--- config.mk ---
export PLATFORM = sky130hd
export DESIGN_NAME = blit_command_generator
export DESIGN_NICKNAME = d
export VERILOG_FILES = /design/src/sv/bcg_pkg.sv /design/src/sv/blit_command_generator.sv /design/src/sv/bcg_front.sv
export SDC_FILE = /design/constraint.sdc
export NUM_CORES = 2
export LEC_CHECK = 0
export ABC_AREA = 1
export BUFFER_PORTS_ARGS = -buffer_cell sky130_fd_sc_hd__buf_4
export CORE_ASPECT_RATIO = 0.5
export CORE_UTILIZATION = 58
export DETAILED_ROUTE_END_ITERATION = 8
export HOLD_SLACK_MARGIN = 0.12
export MAX_ROUTING_LAYER = met4
export PLACE_DENSITY = 0.76
export SETUP_SLACK_MARGIN = 0.02
export SKIP_LAST_GASP = 1
export SYNTH_ARGS = -nofsm -noshare
export SYNTH_HDL_FRONTEND = slang
export SYNTH_SLANG_ARGS = --single-unit
--- constraint.sdc ---
create_clock -name aclk -period 5.68 [get_ports aclk]
set_clock_uncertainty 0.15 [all_clocks]
set_input_delay 0.568 -clock aclk [delete_from_list [all_inputs] [get_ports aclk]]
set_output_delay 0.568 -clock aclk [all_outputs]
set_load 0.05 [all_outputs]
--- src/sv/bcg_pkg.sv ---
`timescale 1ns / 1ps

package bcg_pkg;

    // Default coordinate width
    localparam int COORD_BITS_DEF = 12;

    // Operation codes
    localparam logic [1:0] FUNC_COPY   = 2'd0;
    localparam logic [1:0] FUNC_FILL   = 2'd1;
    localparam logic [1:0] FUNC_INVERT = 2'd2;

    // Configuration register indexes
    localparam logic [1:0] CFG_FRAME_BASE  = 2'd0;
    localparam logic [1:0] CFG_ROW_PITCH   = 2'd1;
    localparam logic [1:0] CFG_PIXEL_DEPTH = 2'd2;

    localparam logic [5:0] DEPTH_RESET = 6'd8;
    localparam logic [5:0] DEPTH_16BPP = 6'd16;

    // Engine register offsets
    localparam logic [15:0] OFS_SRC_ADDR = 16'h8280;
    localparam logic [15:0] OFS_DST_ADDR = 16'h8284;
    localparam logic [15:0] OFS_PITCH    = 16'h8288;
    localparam logic [15:0] OFS_SIZE     = 16'h828c;
    localparam logic [15:0] OFS_FG       = 16'h8290;
    localparam logic [15:0] OFS_BG       = 16'h8294;
    localparam logic [15:0] OFS_TOKEN_LO = 16'h8298;
    localparam logic [15:0] OFS_TOKEN_HI = 16'h829c;
    localparam logic [15:0] OFS_CMD      = 16'h82aa;

    // Raster op data words
    localparam logic [31:0] ROP_COPY   = 32'hcc000000;
    localparam logic [31:0] ROP_FILL   = 32'h0c000000;
    localparam logic [31:0] ROP_INVERT = 32'h03000000;

    // Command words
    localparam logic [15:0] CMD_COPY_BACK = 16'h0002;
    localparam logic [15:0] CMD_FWD_BITS  = 16'h0030;
    localparam logic [15:0] CMD_FILL      = 16'h0031;
    localparam logic [15:0] CMD_INVERT    = 16'h0032;

    // Write slots within one primitive
    localparam int          SLOT_W        = 4;
    localparam logic [3:0]  SLOT_SRC      = 4'd0;
    localparam logic [3:0]  SLOT_DST      = 4'd1;
    localparam logic [3:0]  SLOT_PITCH    = 4'd2;
    localparam logic [3:0]  SLOT_SIZE     = 4'd3;
    localparam logic [3:0]  SLOT_FG       = 4'd4;
    localparam logic [3:0]  SLOT_BG       = 4'd5;
    localparam logic [3:0]  SLOT_CMD      = 4'd6;
    localparam logic [3:0]  SLOT_TOKEN_LO = 4'd7;
    localparam logic [3:0]  SLOT_TOKEN_HI = 4'd8;

    typedef struct packed {
        logic [31:0] base;
        logic [15:0] pitch;
        logic [5:0]  depth;
    } cfg_t;

    // Primitive after the multiply stage
    typedef struct packed {
        logic [1:0]  func;
        logic [31:0] src_xb;
        logic [31:0] src_yb;
        logic [31:0] dst_xb;
        logic [31:0] dst_yb;
        logic [31:0] h_pitch;
        logic [15:0] width_f;
        logic [15:0] height_f;
        logic [15:0] color;
        logic        first;
        logic        last;
    } prim_t;

    function automatic logic [15:0] slot_offset(input logic [3:0] slot);
        logic [15:0] ofs;
        unique case (slot)
            SLOT_SRC:      ofs = OFS_SRC_ADDR;
            SLOT_DST:      ofs = OFS_DST_ADDR;
            SLOT_PITCH:    ofs = OFS_PITCH;
            SLOT_SIZE:     ofs = OFS_SIZE;
            SLOT_FG:       ofs = OFS_FG;
            SLOT_BG:       ofs = OFS_BG;
            SLOT_CMD:      ofs = OFS_CMD;
            SLOT_TOKEN_LO: ofs = OFS_TOKEN_LO;
            SLOT_TOKEN_HI: ofs = OFS_TOKEN_HI;
            default:       ofs = OFS_CMD;
        endcase
        return ofs;
    endfunction

endpackage

--- src/sv/blit_command_generator.sv ---
`timescale 1ns / 1ps
// From input accept, items pass the input, multiply, sequencer and output registers.
// Throughput: 7 writes per primitive, 9 with the batch sync token, one write
//   per cycle while m_axis_tready allows; the next primitive is taken while the
//   current one drains, and one primitive at a time holds the single write port.
// Reset: synchronous, active low; empties all stages, clears the issued
//   counter and returns frame_base, row_pitch to 0 and pixel_depth to 8.

module blit_command_generator import bcg_pkg::*; #(
    parameter int COORD_BITS = COORD_BITS_DEF,
    localparam int S_TDATA_W = ((18 + 6 * COORD_BITS + 7) / 8) * 8
) (
    input  logic                 aclk,
    input  logic                 aresetn,

    // Configuration write channel
    input  logic                 cfg_valid,
    output logic                 cfg_ready,
    input  logic [1:0]           cfg_index,
    input  logic [31:0]          cfg_data,

    // Primitive items
    input  logic                 s_axis_tvalid,
    output logic                 s_axis_tready,
    // tdata, low bit up: func, src_x, src_y, dst_x, dst_y, rect_width,
    //   rect_height, fill_color, zero pad
    input  logic [S_TDATA_W-1:0] s_axis_tdata,
    input  logic                 s_axis_tuser,   // first_in_batch
    input  logic                 s_axis_tlast,   // last_in_batch

    // Register write items
    output logic                 m_axis_tvalid,
    input  logic                 m_axis_tready,
    output logic [47:0]          m_axis_tdata,   // reg_offset[15:0], reg_data[47:16]
    output logic                 m_axis_tlast    // last_write
);

    // ---------------------------------------------------------------
    // Configuration registers, always ready. Write only while idle; not enforced.
    // ---------------------------------------------------------------
    cfg_t cfg_reg;

    assign cfg_ready = 1'b1;

    always_ff @(posedge aclk) begin
        if (!aresetn) begin
            cfg_reg.base  <= '0;
            cfg_reg.pitch <= '0;
            cfg_reg.depth <= DEPTH_RESET;
        end else if (cfg_valid) begin
            unique case (cfg_index)
                CFG_FRAME_BASE:  cfg_reg.base  <= cfg_data;
                CFG_ROW_PITCH:   cfg_reg.pitch <= cfg_data[15:0];
                CFG_PIXEL_DEPTH: cfg_reg.depth <= cfg_data[5:0];
                default: ;  // no register there
            endcase
        end
    end

    // ---------------------------------------------------------------
    // Front: input register and multiply stage
    // ---------------------------------------------------------------
    logic  fr_valid;
    logic  fr_ready;
    prim_t fr_prim;

    bcg_front #(
        .COORD_BITS (COORD_BITS)
    ) u_front (
        .aclk      (aclk),
        .aresetn   (aresetn),
        .cfg       (cfg_reg),
        .in_valid  (s_axis_tvalid),
        .in_ready  (s_axis_tready),
        .in_data   (s_axis_tdata),
        .in_first  (s_axis_tuser),
        .in_last   (s_axis_tlast),
        .out_valid (fr_valid),
        .out_ready (fr_ready),
        .out_prim  (fr_prim)
    );

    // ---------------------------------------------------------------
    // Sequencer stage: holds one primitive with its addresses summed,
    // steps through its write slots.
    // ---------------------------------------------------------------
    logic              v3_reg;
    logic [1:0]        func3_reg;
    logic [31:0]       src3_reg, dst3_reg, adj3_reg, size3_reg;
    logic [15:0]       color3_reg;
    logic              last3_reg;
    logic [63:0]       token3_reg;
    logic [SLOT_W-1:0] slot_reg;

    logic [63:0]       issued_reg;
    logic [63:0]       issued_next;

    logic              load3;       // front item consumed this cycle
    logic              load_valid;  // ... and it is a real operation
    logic              seq_fire;    // a write moves into the output register
    logic              seq_final;   // ... and it is the primitive's last

    logic              fwd;
    logic [31:0]       src_back, dst_back;
    logic [31:0]       wr_data;
    logic              wr_last;

    logic              mv_reg;
    logic [47:0]       mdata_reg;
    logic              mlast_reg;

    assign seq_fire  = v3_reg && (!mv_reg || m_axis_tready);
    assign wr_last   = (slot_reg == SLOT_CMD && !last3_reg) || (slot_reg == SLOT_TOKEN_HI);
    assign seq_final = seq_fire && wr_last;

    assign fr_ready   = !v3_reg || seq_final;
    assign load3      = fr_valid && fr_ready;
    // The unused operation code is dropped here: no writes, no counter bump.
    assign load_valid = load3 && (fr_prim.func == FUNC_COPY || fr_prim.func == FUNC_FILL ||
                                  fr_prim.func == FUNC_INVERT);

    assign issued_next = issued_reg + 64'(fr_prim.first);

    always_ff @(posedge aclk) begin
        if (!aresetn) begin
            v3_reg     <= 1'b0;
            slot_reg   <= '0;
            issued_reg <= '0;
        end else begin
            if (load3) begin
                v3_reg   <= load_valid;
                slot_reg <= SLOT_SRC;
            end else if (seq_final) begin
                v3_reg <= 1'b0;
            end else if (seq_fire) begin
                slot_reg <= slot_reg + SLOT_W'(1);
            end
            if (load_valid) begin
                issued_reg <= issued_next;
            end
        end
    end

    always_ff @(posedge aclk) begin
        if (load_valid) begin
            func3_reg  <= fr_prim.func;
            src3_reg   <= cfg_reg.base + fr_prim.src_xb + fr_prim.src_yb;
            dst3_reg   <= cfg_reg.base + fr_prim.dst_xb + fr_prim.dst_yb;
            adj3_reg   <= 32'(fr_prim.width_f) + fr_prim.h_pitch;
            size3_reg  <= {fr_prim.height_f, fr_prim.width_f};
            color3_reg <= fr_prim.color;
            last3_reg  <= fr_prim.last;
            token3_reg <= issued_next;
        end
    end

    // Copy runs forward when the source address is greater than the destination; otherwise both
    // addresses move to the far corner.
    assign fwd      = src3_reg > dst3_reg;
    assign src_back = src3_reg + adj3_reg;
    assign dst_back = dst3_reg + adj3_reg;

    always_comb begin
        wr_data = '0;
        unique case (slot_reg)
            SLOT_SRC: begin
                priority case (func3_reg)
                    FUNC_COPY: wr_data = fwd ? src3_reg : src_back;
                    FUNC_FILL: wr_data = '0;
                    default:   wr_data = dst3_reg;
                endcase
            end
            SLOT_DST: begin
                if (func3_reg == FUNC_COPY) begin
                    wr_data = fwd ? dst3_reg : dst_back;
                end else begin
                    wr_data = dst3_reg;
                end
            end
            SLOT_PITCH: begin
                if (func3_reg == FUNC_FILL) begin
                    wr_data = {cfg_reg.pitch, 16'h0000};
                end else begin
                    wr_data = {cfg_reg.pitch, cfg_reg.pitch};
                end
            end
            SLOT_SIZE: wr_data = size3_reg;
            SLOT_FG: begin
                priority case (func3_reg)
                    FUNC_COPY: wr_data = ROP_COPY;
                    FUNC_FILL: wr_data = ROP_FILL | 32'(color3_reg);
                    default:   wr_data = ROP_INVERT;
                endcase
            end
            SLOT_BG: begin
                priority case (func3_reg)
                    FUNC_COPY: wr_data = ROP_COPY;
                    FUNC_FILL: wr_data = ROP_FILL;
                    default:   wr_data = ROP_INVERT;
                endcase
            end
            SLOT_CMD: begin
                priority case (func3_reg)
                    FUNC_COPY: wr_data = 32'(fwd ? (CMD_COPY_BACK | CMD_FWD_BITS)
                                                 : CMD_COPY_BACK);
                    FUNC_FILL: wr_data = 32'(CMD_FILL);
                    default:   wr_data = 32'(CMD_INVERT);
                endcase
            end
            SLOT_TOKEN_LO: wr_data = token3_reg[31:0];
            SLOT_TOKEN_HI: wr_data = token3_reg[63:32];
            default:       wr_data = '0;
        endcase
    end

    // ---------------------------------------------------------------
    // Output register: holds each write for m_axis; m_axis_tready still gates the sequencer.
    // ---------------------------------------------------------------
    always_ff @(posedge aclk) begin
        if (!aresetn) begin
            mv_reg <= 1'b0;
        end else if (seq_fire) begin
            mv_reg <= 1'b1;
        end else if (m_axis_tready) begin
            mv_reg <= 1'b0;
        end
    end

    always_ff @(posedge aclk) begin
        if (seq_fire) begin
            mdata_reg <= {wr_data, slot_offset(slot_reg)};
            mlast_reg <= wr_last;
        end
    end

    assign m_axis_tvalid = mv_reg;
    assign m_axis_tdata  = mdata_reg;
    assign m_axis_tlast  = mlast_reg;

endmodule

--- src/sv/bcg_front.sv ---
`timescale 1ns / 1ps

// Input register, then the per-coordinate multiplies into a second register.
module bcg_front import bcg_pkg::*; #(
    parameter int COORD_BITS = COORD_BITS_DEF,
    localparam int IN_W = ((18 + 6 * COORD_BITS + 7) / 8) * 8
) (
    input  logic            aclk,
    input  logic            aresetn,
    input  cfg_t            cfg,
    input  logic            in_valid,
    output logic            in_ready,
    input  logic [IN_W-1:0] in_data,
    input  logic            in_first,
    input  logic            in_last,
    output logic            out_valid,
    input  logic            out_ready,
    output prim_t           out_prim
);

    localparam int CB   = COORD_BITS;
    localparam int XP_W = CB + 6;
    localparam int YP_W = CB + 16;

    logic          v1_reg;
    logic [1:0]    func1_reg;
    logic [CB-1:0] sx1_reg, sy1_reg, dx1_reg, dy1_reg, w1_reg, h1_reg;
    logic [15:0]   color1_reg;
    logic          first1_reg, last1_reg;

    logic          v2_reg;
    prim_t         prim2_reg;
    prim_t         prim2_next;

    logic          adv2;
    logic          in_fire;

    logic [XP_W-1:0] sx_prod, dx_prod;
    logic [YP_W-1:0] sy_prod, dy_prod, h_prod;

    assign adv2     = v1_reg && (!v2_reg || out_ready);
    assign in_ready = !v1_reg || !v2_reg || out_ready;
    assign in_fire  = in_valid && in_ready;

    assign out_valid = v2_reg;
    assign out_prim  = prim2_reg;

    always_comb begin
        sx_prod = XP_W'(sx1_reg) * XP_W'(cfg.depth);
        dx_prod = XP_W'(dx1_reg) * XP_W'(cfg.depth);
        sy_prod = YP_W'(sy1_reg) * YP_W'(cfg.pitch);
        dy_prod = YP_W'(dy1_reg) * YP_W'(cfg.pitch);
        h_prod  = YP_W'(h1_reg)  * YP_W'(cfg.pitch);

        prim2_next.func    = func1_reg;
        prim2_next.src_xb  = 32'(sx_prod >> 3);
        prim2_next.dst_xb  = 32'(dx_prod >> 3);
        prim2_next.src_yb  = 32'(sy_prod);
        prim2_next.dst_yb  = 32'(dy_prod);
        prim2_next.h_pitch = 32'(h_prod);
        if (cfg.depth == DEPTH_16BPP) begin
            prim2_next.width_f = 16'({w1_reg, 1'b1});
        end else begin
            prim2_next.width_f = 16'(w1_reg);
        end
        prim2_next.height_f = 16'(h1_reg);
        prim2_next.color    = color1_reg;
        prim2_next.first    = first1_reg;
        prim2_next.last     = last1_reg;
    end

    always_ff @(posedge aclk) begin
        if (!aresetn) begin
            v1_reg <= 1'b0;
            v2_reg <= 1'b0;
        end else begin
            if (in_fire) begin
                v1_reg <= 1'b1;
            end else if (adv2) begin
                v1_reg <= 1'b0;
            end
            if (adv2) begin
                v2_reg <= 1'b1;
            end else if (out_ready) begin
                v2_reg <= 1'b0;
            end
        end
    end

    always_ff @(posedge aclk) begin
        if (in_fire) begin
            func1_reg  <= in_data[1:0];
            sx1_reg    <= in_data[2 + 0*CB +: CB];
            sy1_reg    <= in_data[2 + 1*CB +: CB];
            dx1_reg    <= in_data[2 + 2*CB +: CB];
            dy1_reg    <= in_data[2 + 3*CB +: CB];
            w1_reg     <= in_data[2 + 4*CB +: CB];
            h1_reg     <= in_data[2 + 5*CB +: CB];
            color1_reg <= in_data[2 + 6*CB +: 16];
            first1_reg <= in_first;
            last1_reg  <= in_last;
        end
        if (adv2) begin
            prim2_reg <= prim2_next;
        end
    end

endmodule

; ---- Word level (Yosys, flattened, before mapping)
; Memories as Yosys holds them, arrays and structs flattened. A register that Yosys moved wholly into a read port is not among the register bits.
; Cells that the tools add are included.
[classes]
n_div = 0
n_addsub = 9
multipliers = 5
n_bitwise = 2
reduce_logical = 33
shift = 0
magnitude_cmp = 1
eq_ne = 14
mux = 19
[op_table]
columns = cell, n
row1 = one-hot mux 32 bit (9 select lines), 1
row2 = one-hot mux 32 bit (2 select lines), 3
row3 = two-way mux 32 bit, 3
row4 = multiplier 12 x 16 -> 28 bit, 3
row5 = adder 32 x 15 -> 32 bit, 2
row6 = adder 32 x 28 -> 32 bit, 2
row7 = adder 32 bit, 2
row8 = adder 64 x 1 -> 64 bit, 1
row9 = multiplier 12 x 6 -> 18 bit, 2
row10 = > comparator 32 bit, 1
row11 = adder 16 x 28 -> 29 bit, 1
row12 = "equality test 4 x 3 -> 1 bit, second input constant", 4
row13 = two-way mux 16 bit, 1
row14 = two-way mux 12 bit, 1
row15 = one-hot mux 6 bit (2 select lines), 1
row16 = "equality test 4 x 2 -> 1 bit, second input constant", 2
row17 = logical OR 1 bit, 8
row18 = two-way mux 1 bit, 8
row19 = AND reduction 2 bit, 4
row20 = nonzero test 2 bit, 4
row21 = logical AND 1 bit, 7
row22 = "equality test 2 x 1 -> 1 bit, second input constant", 3
row23 = "equality test 6 x 5 -> 1 bit, second input constant", 1
row24 = zero test 2 bit, 3
row25 = 9 further kinds, 15
[totals]
rom_bits = 80
input_bits = 137
ramBits = 0
word_cells = 126
latch_bits = 0
mem_count = 1
out_inout_bits = 52
ff_bits = 636
[mem_list]
columns = name, depth, width, read_ports, rd_clocked_by_memory_dff, wr, line_no
row1 = (name not given), 16, 5, 1, 1, 0, bcg_pkg.sv:78  ; unique case (slot)

; ---- Longest topological paths before layout
[logic_depth]
word_depth = 9
mapped_depth = 26
depth_no_buf = 24

; ---- Cells and area by module
; From an unflattened synthesis, not the netlist that was laid out.
[unflattened]
cells_unflattened = 7576
hier_area_um2 = 60337.9
[modules_own_cells]
columns = mod, seq_area_each_um2, cells_each, area_per_inst_um2, instances
row1 = bcg_front, 7577.3, 4006, 32899.1, 1
row2 = blit_command_generator, 9929.5, 3570, 27438.8, 1

; ---- Worst setup path after synthesis
; No wires, ideal clock.
[synth_path]
kind = register to register
startpoint = register cfg_reg[6] (netlist bit)
endpoint = register u_front.prim2_reg, in the netlist u_front.out_prim[109], data pin
path_slack_ns = 0.244
setup_ns = 0.252
n_path_buf = 2
required_time_ns = 5.278
stages_incl_launch_ff = 22
arrival_time_ns = 5.034
synth_period_minus_slack_ns = 5.436
cell_sequence = dfxtp_1 > clkbuf_1 > clkbuf_1 > nand2_1 > fa_1 > fa_1 > inv_1 > fa_1 > fa_1 > inv_1 > fa_1 > inv_1 > ha_1 > nand2_1 > o21ai_0 > a21oi_1 > nand2_1 > a21oi_1 > o21ai_0 > nand2_1 > nand3b_1 > nand2_1
[synth_between]
elab_chain_len = 1
[synth_lines]
columns = item, line_no
row1 = from (decl), blit_command_generator.sv:41  ; cfg_t cfg_reg;
row2 = multiplier 12 x 16 -> 28 bit, bcg_front.sv:52  ; dy_prod = YP_W'(dy1_reg) * YP_W'(cfg.pitch);
row3 = net u_front.dy_prod[27], bcg_front.sv:39  ; logic [YP_W-1:0] sy_prod, dy_prod, h_prod;
row4 = to (signal assigned), bcg_front.sv:104  ; prim2_reg <= prim2_next;
row5 = to (decl), bcg_front.sv:32  ; prim_t prim2_reg;
; The timed path passes the listed nets, and every way through them passes these cells.
; A chain may end at the register's enable or synchronous reset.

==> metrics.csv <==
stage;metric;value;unit
final_layout;seq_area;0.0172;mm^2
pwr;ir_drop;0.000271;V
setup_path;criticalPathCategory;reg -> reg;
timing;hold_viol;0;
place;hpwlAfterDp;138000;um
yosys;ys_seq_area_share;30.3;%
final_layout;fin_nets;8219;
yosys;synth_edf_count;489;
pwr;finalPower;14.6;mW
clocking;clock_path_buffers;3;
timing;fmax;183;MHz
timing;drv_slew;0;
route;wl_per_cell;20.7;um
setup_path;r2r_slack;220;ps
yosys;yosysTopAreaCell;edfxtp_1;
job;maxCapViolations;0;
route;wirelength;175000;um
setup_path;critical_path_arrival;5720;ps
pwr;power.density;230;mW/mm^2
clocking;clock_sinks;615;
setup_path;start_kind;flip-flop;
global_route;use_met1;51.6;%
yosys;netlist.area_leader.share;25.8;%
place;gp_congestion;1.06;
clocking;cts_root_buf;clkbuf_16;
route;ant_nets;0;
final_layout;drive_above_1_share;6.78;%
final_layout;final_cell_area;0.0635;mm^2
global_route;met3_usage;6.18;%
final_layout;final_util;66.0;%
floorplan;rows;80;
run_status;status;finished, final reports clean;
clocking;path_clk_slew;70;ps
timing;relSlewSlack;15.1;%
final_layout;synthToLayoutAreaGrowth;11.7;%
clocking;htreeDepth;2;
setup_path;critPathMaxFanout;16;
floorplan;die_h;223;um
final_layout;multi_input_area;0.0335;mm^2
global_route;grt_overflow;0;
route;num_vias;47300;
route;dr.first_iter.drc_count;4930;
yosys;ys_ff_latch;615;
pwr;p_leak;31.7;nW
route;vias_per_cell;5.58;
clocking;clock_latency;700;ps
setup_path;critPathRequiredTime;5950;ps
final_layout;nFillCells;7916;
global_route;track_usage;35.8;%
global_route;met2_usage;53.5;%
yosys;async_flop_share;0;%
yosys;netlist_area;0.0568;mm^2
final_layout;largest_reg_flops;159;
yosys;synth_area_leaders;edfxtp_1, fa_1, nand2_1;
floorplan;die_area;0.0993;mm^2
setup_path;endpoint_kind;flip-flop;
yosys;synth_area_per_cell;8.31;um^2
global_route;grt_max_degree;128;
global_route;grt_pass1_wl;262000;um
timing;period_share;96.1;%
clocking;cts_tree;done;
floorplan;start_util;59.1;%
place;dpl_cell_area;0.0599;mm^2
yosys;yosysUniqueCellTypes;59;
floorplan;core-area;0.0962;mm^2
yosys;synthCells;6839;
yosys;synth_flop_cell;edfxtp_1;
place;port_buffers;170;
route;dr.pass1.iters;7;
clocking;cts_made_buffers;56;
min_path;hold_path.class;in -> reg;
floorplan;die_w;445;um
global_route;grt_pass1_vias;44400;
route;post-route-drc-count;0;
timing;min_period;5460;ps
timing;tightest_slew;1270;ps
floorplan;io_pins;189;
timing;rsz0062_at_grt;true;
yosys;ys_warn_count;0;
timing;setup_violations;0;
global_route;busiest_layer;met2;
global_route;antenna_found_initial;5;
Yosys cell counts, types with 16 or more instances:
library cell  count
nor2_1          439
clkbuf_1        206
fa_1            537
dfxtp_1         126
ha_1            438
xnor2_1          69
xor2_1          183
buf_4            16
nor4_1           18
inv_1          1380
edfxtp_1        489
a21oi_1         295
nand4_1          91
o21ai_0         225
a31oi_1          36
a211oi_2         21
nand3_1         304
nand2_1        1711
nor3_1           52
a21o_1           26
cell usage in the layout (no fill, tap or decap), drive strengths merged, types with 10 or more instances in the layout:
cell type	netlist	routed
a211oi	33	33
a21o	26	26
a21oi	295	295
a221oi	14	14
a31oi	36	36
buf	43	319
clkbuf	206	76
clkinv	2	17
conb	2	12
dfxtp	126	126
dlygate4sd3	0	128
edfxtp	489	489
fa	537	537
ha	438	438
inv	1387	1395
nand2	1711	1711
nand3	308	308
nand4	91	91
nor2	444	444
nor3	56	56
nor4	19	19
o211ai	10	10
o21a	12	12
o21ai	239	239
o21bai	13	13
xnor2	69	69
xor2	183	183
final timing paths:
| path | depth (start not counted) | from | to |
|---|---|---|---|
| worst max-delay path | 22 | u_front.sy1_reg[11] | u_front.out_prim[172] |
| worst min-delay path | 2 | aresetn | cfg_reg[3] |
| worst max register to register | 22 | u_front.sy1_reg[11] | u_front.out_prim[172] |
| worst min register to register | 0 | u_front.out_prim[13] | color3_reg[11] |
power by group:
| part | internal, mW | switching [mW] | total [mW] |
|---|---|---|---|
| registers | 5.32 | 0.343 | 5.66 |
| clock network | 2.06 | 1.91 | 3.97 |
| logic | 1.75 | 3.19 | 4.94 |
repair_timing:
item,CTS,global route
resized for setup,1,33
endpoints found under the hold margin,144,0
endpoints found under the setup margin,1,32
hold buffers,128,0
setup buffers,0,33
pin swaps,0,1
cloned,0,2
metal layers:
layer,vias up,routed length [um]
met1,22900,76800
met5,-,0
met3,292,17300
met4,0,4350
met2,2133,76800
li1,22000,-
kinds of logic after synthesis:
group                      after synthesis  synth area share, %
other                                    2               0.0132
AOI/OAI and AO/OA                      709                 7.25
xor gates and xnor gates               252                 3.88
adders and majority gates              975                 28.6
DFF                                    615                 30.3
and+or+nand+nor                       2648                 19.0
buffers and inverters                 1638                 11.0
final cells by class:
class                      count  share of cell area (%)
antenna                        3                  0.0118
clock buffer                  74                    2.33
clock inverter                32                   0.607
inverter                    1389                    8.23
multi-input combinational   4596                    52.8
sequential                   615                    27.1
tap                         1312                    2.58
timing repair buffer         449                    6.32
metrics by stage:
| step | worst slack (ps) | instances | setup TNS [ps] | hold slack, ps |
|---|---|---|---|---|
| after floorplan | 244 | 6849 | 0 | 250 |
| after global placement | 133 | 8198 | 0 | 251 |
| after detailed placement | 8.54 | 8198 | 0 | 255 |
| after CTS | 86.2 | 8432 | 0 | 188 |
| after global routing | -32.9 | 8469 | -40.2 | 232 |
| final | 224 | 8470 | 0 | 230 |
critical path, cell delays in order, from the launching register on:
cell and delay [ps]:
edfxtp_1 680, nand2_1 160, inv_1 60, fa_1 470, inv_1 50, fa_1 490
inv_1 50, fa_1 450, fa_1 490, inv_1 50, fa_1 480, inv_1 60
ha_1 400, nand2_1 120, nor2_1 140, and2_1 190, nand4_1 140, nand3_1 160
nand3_1 80, nand2_1 110, nand3_1 70, nand2_1 70, xor2_1 60
(Power assumes the default switching activity.)
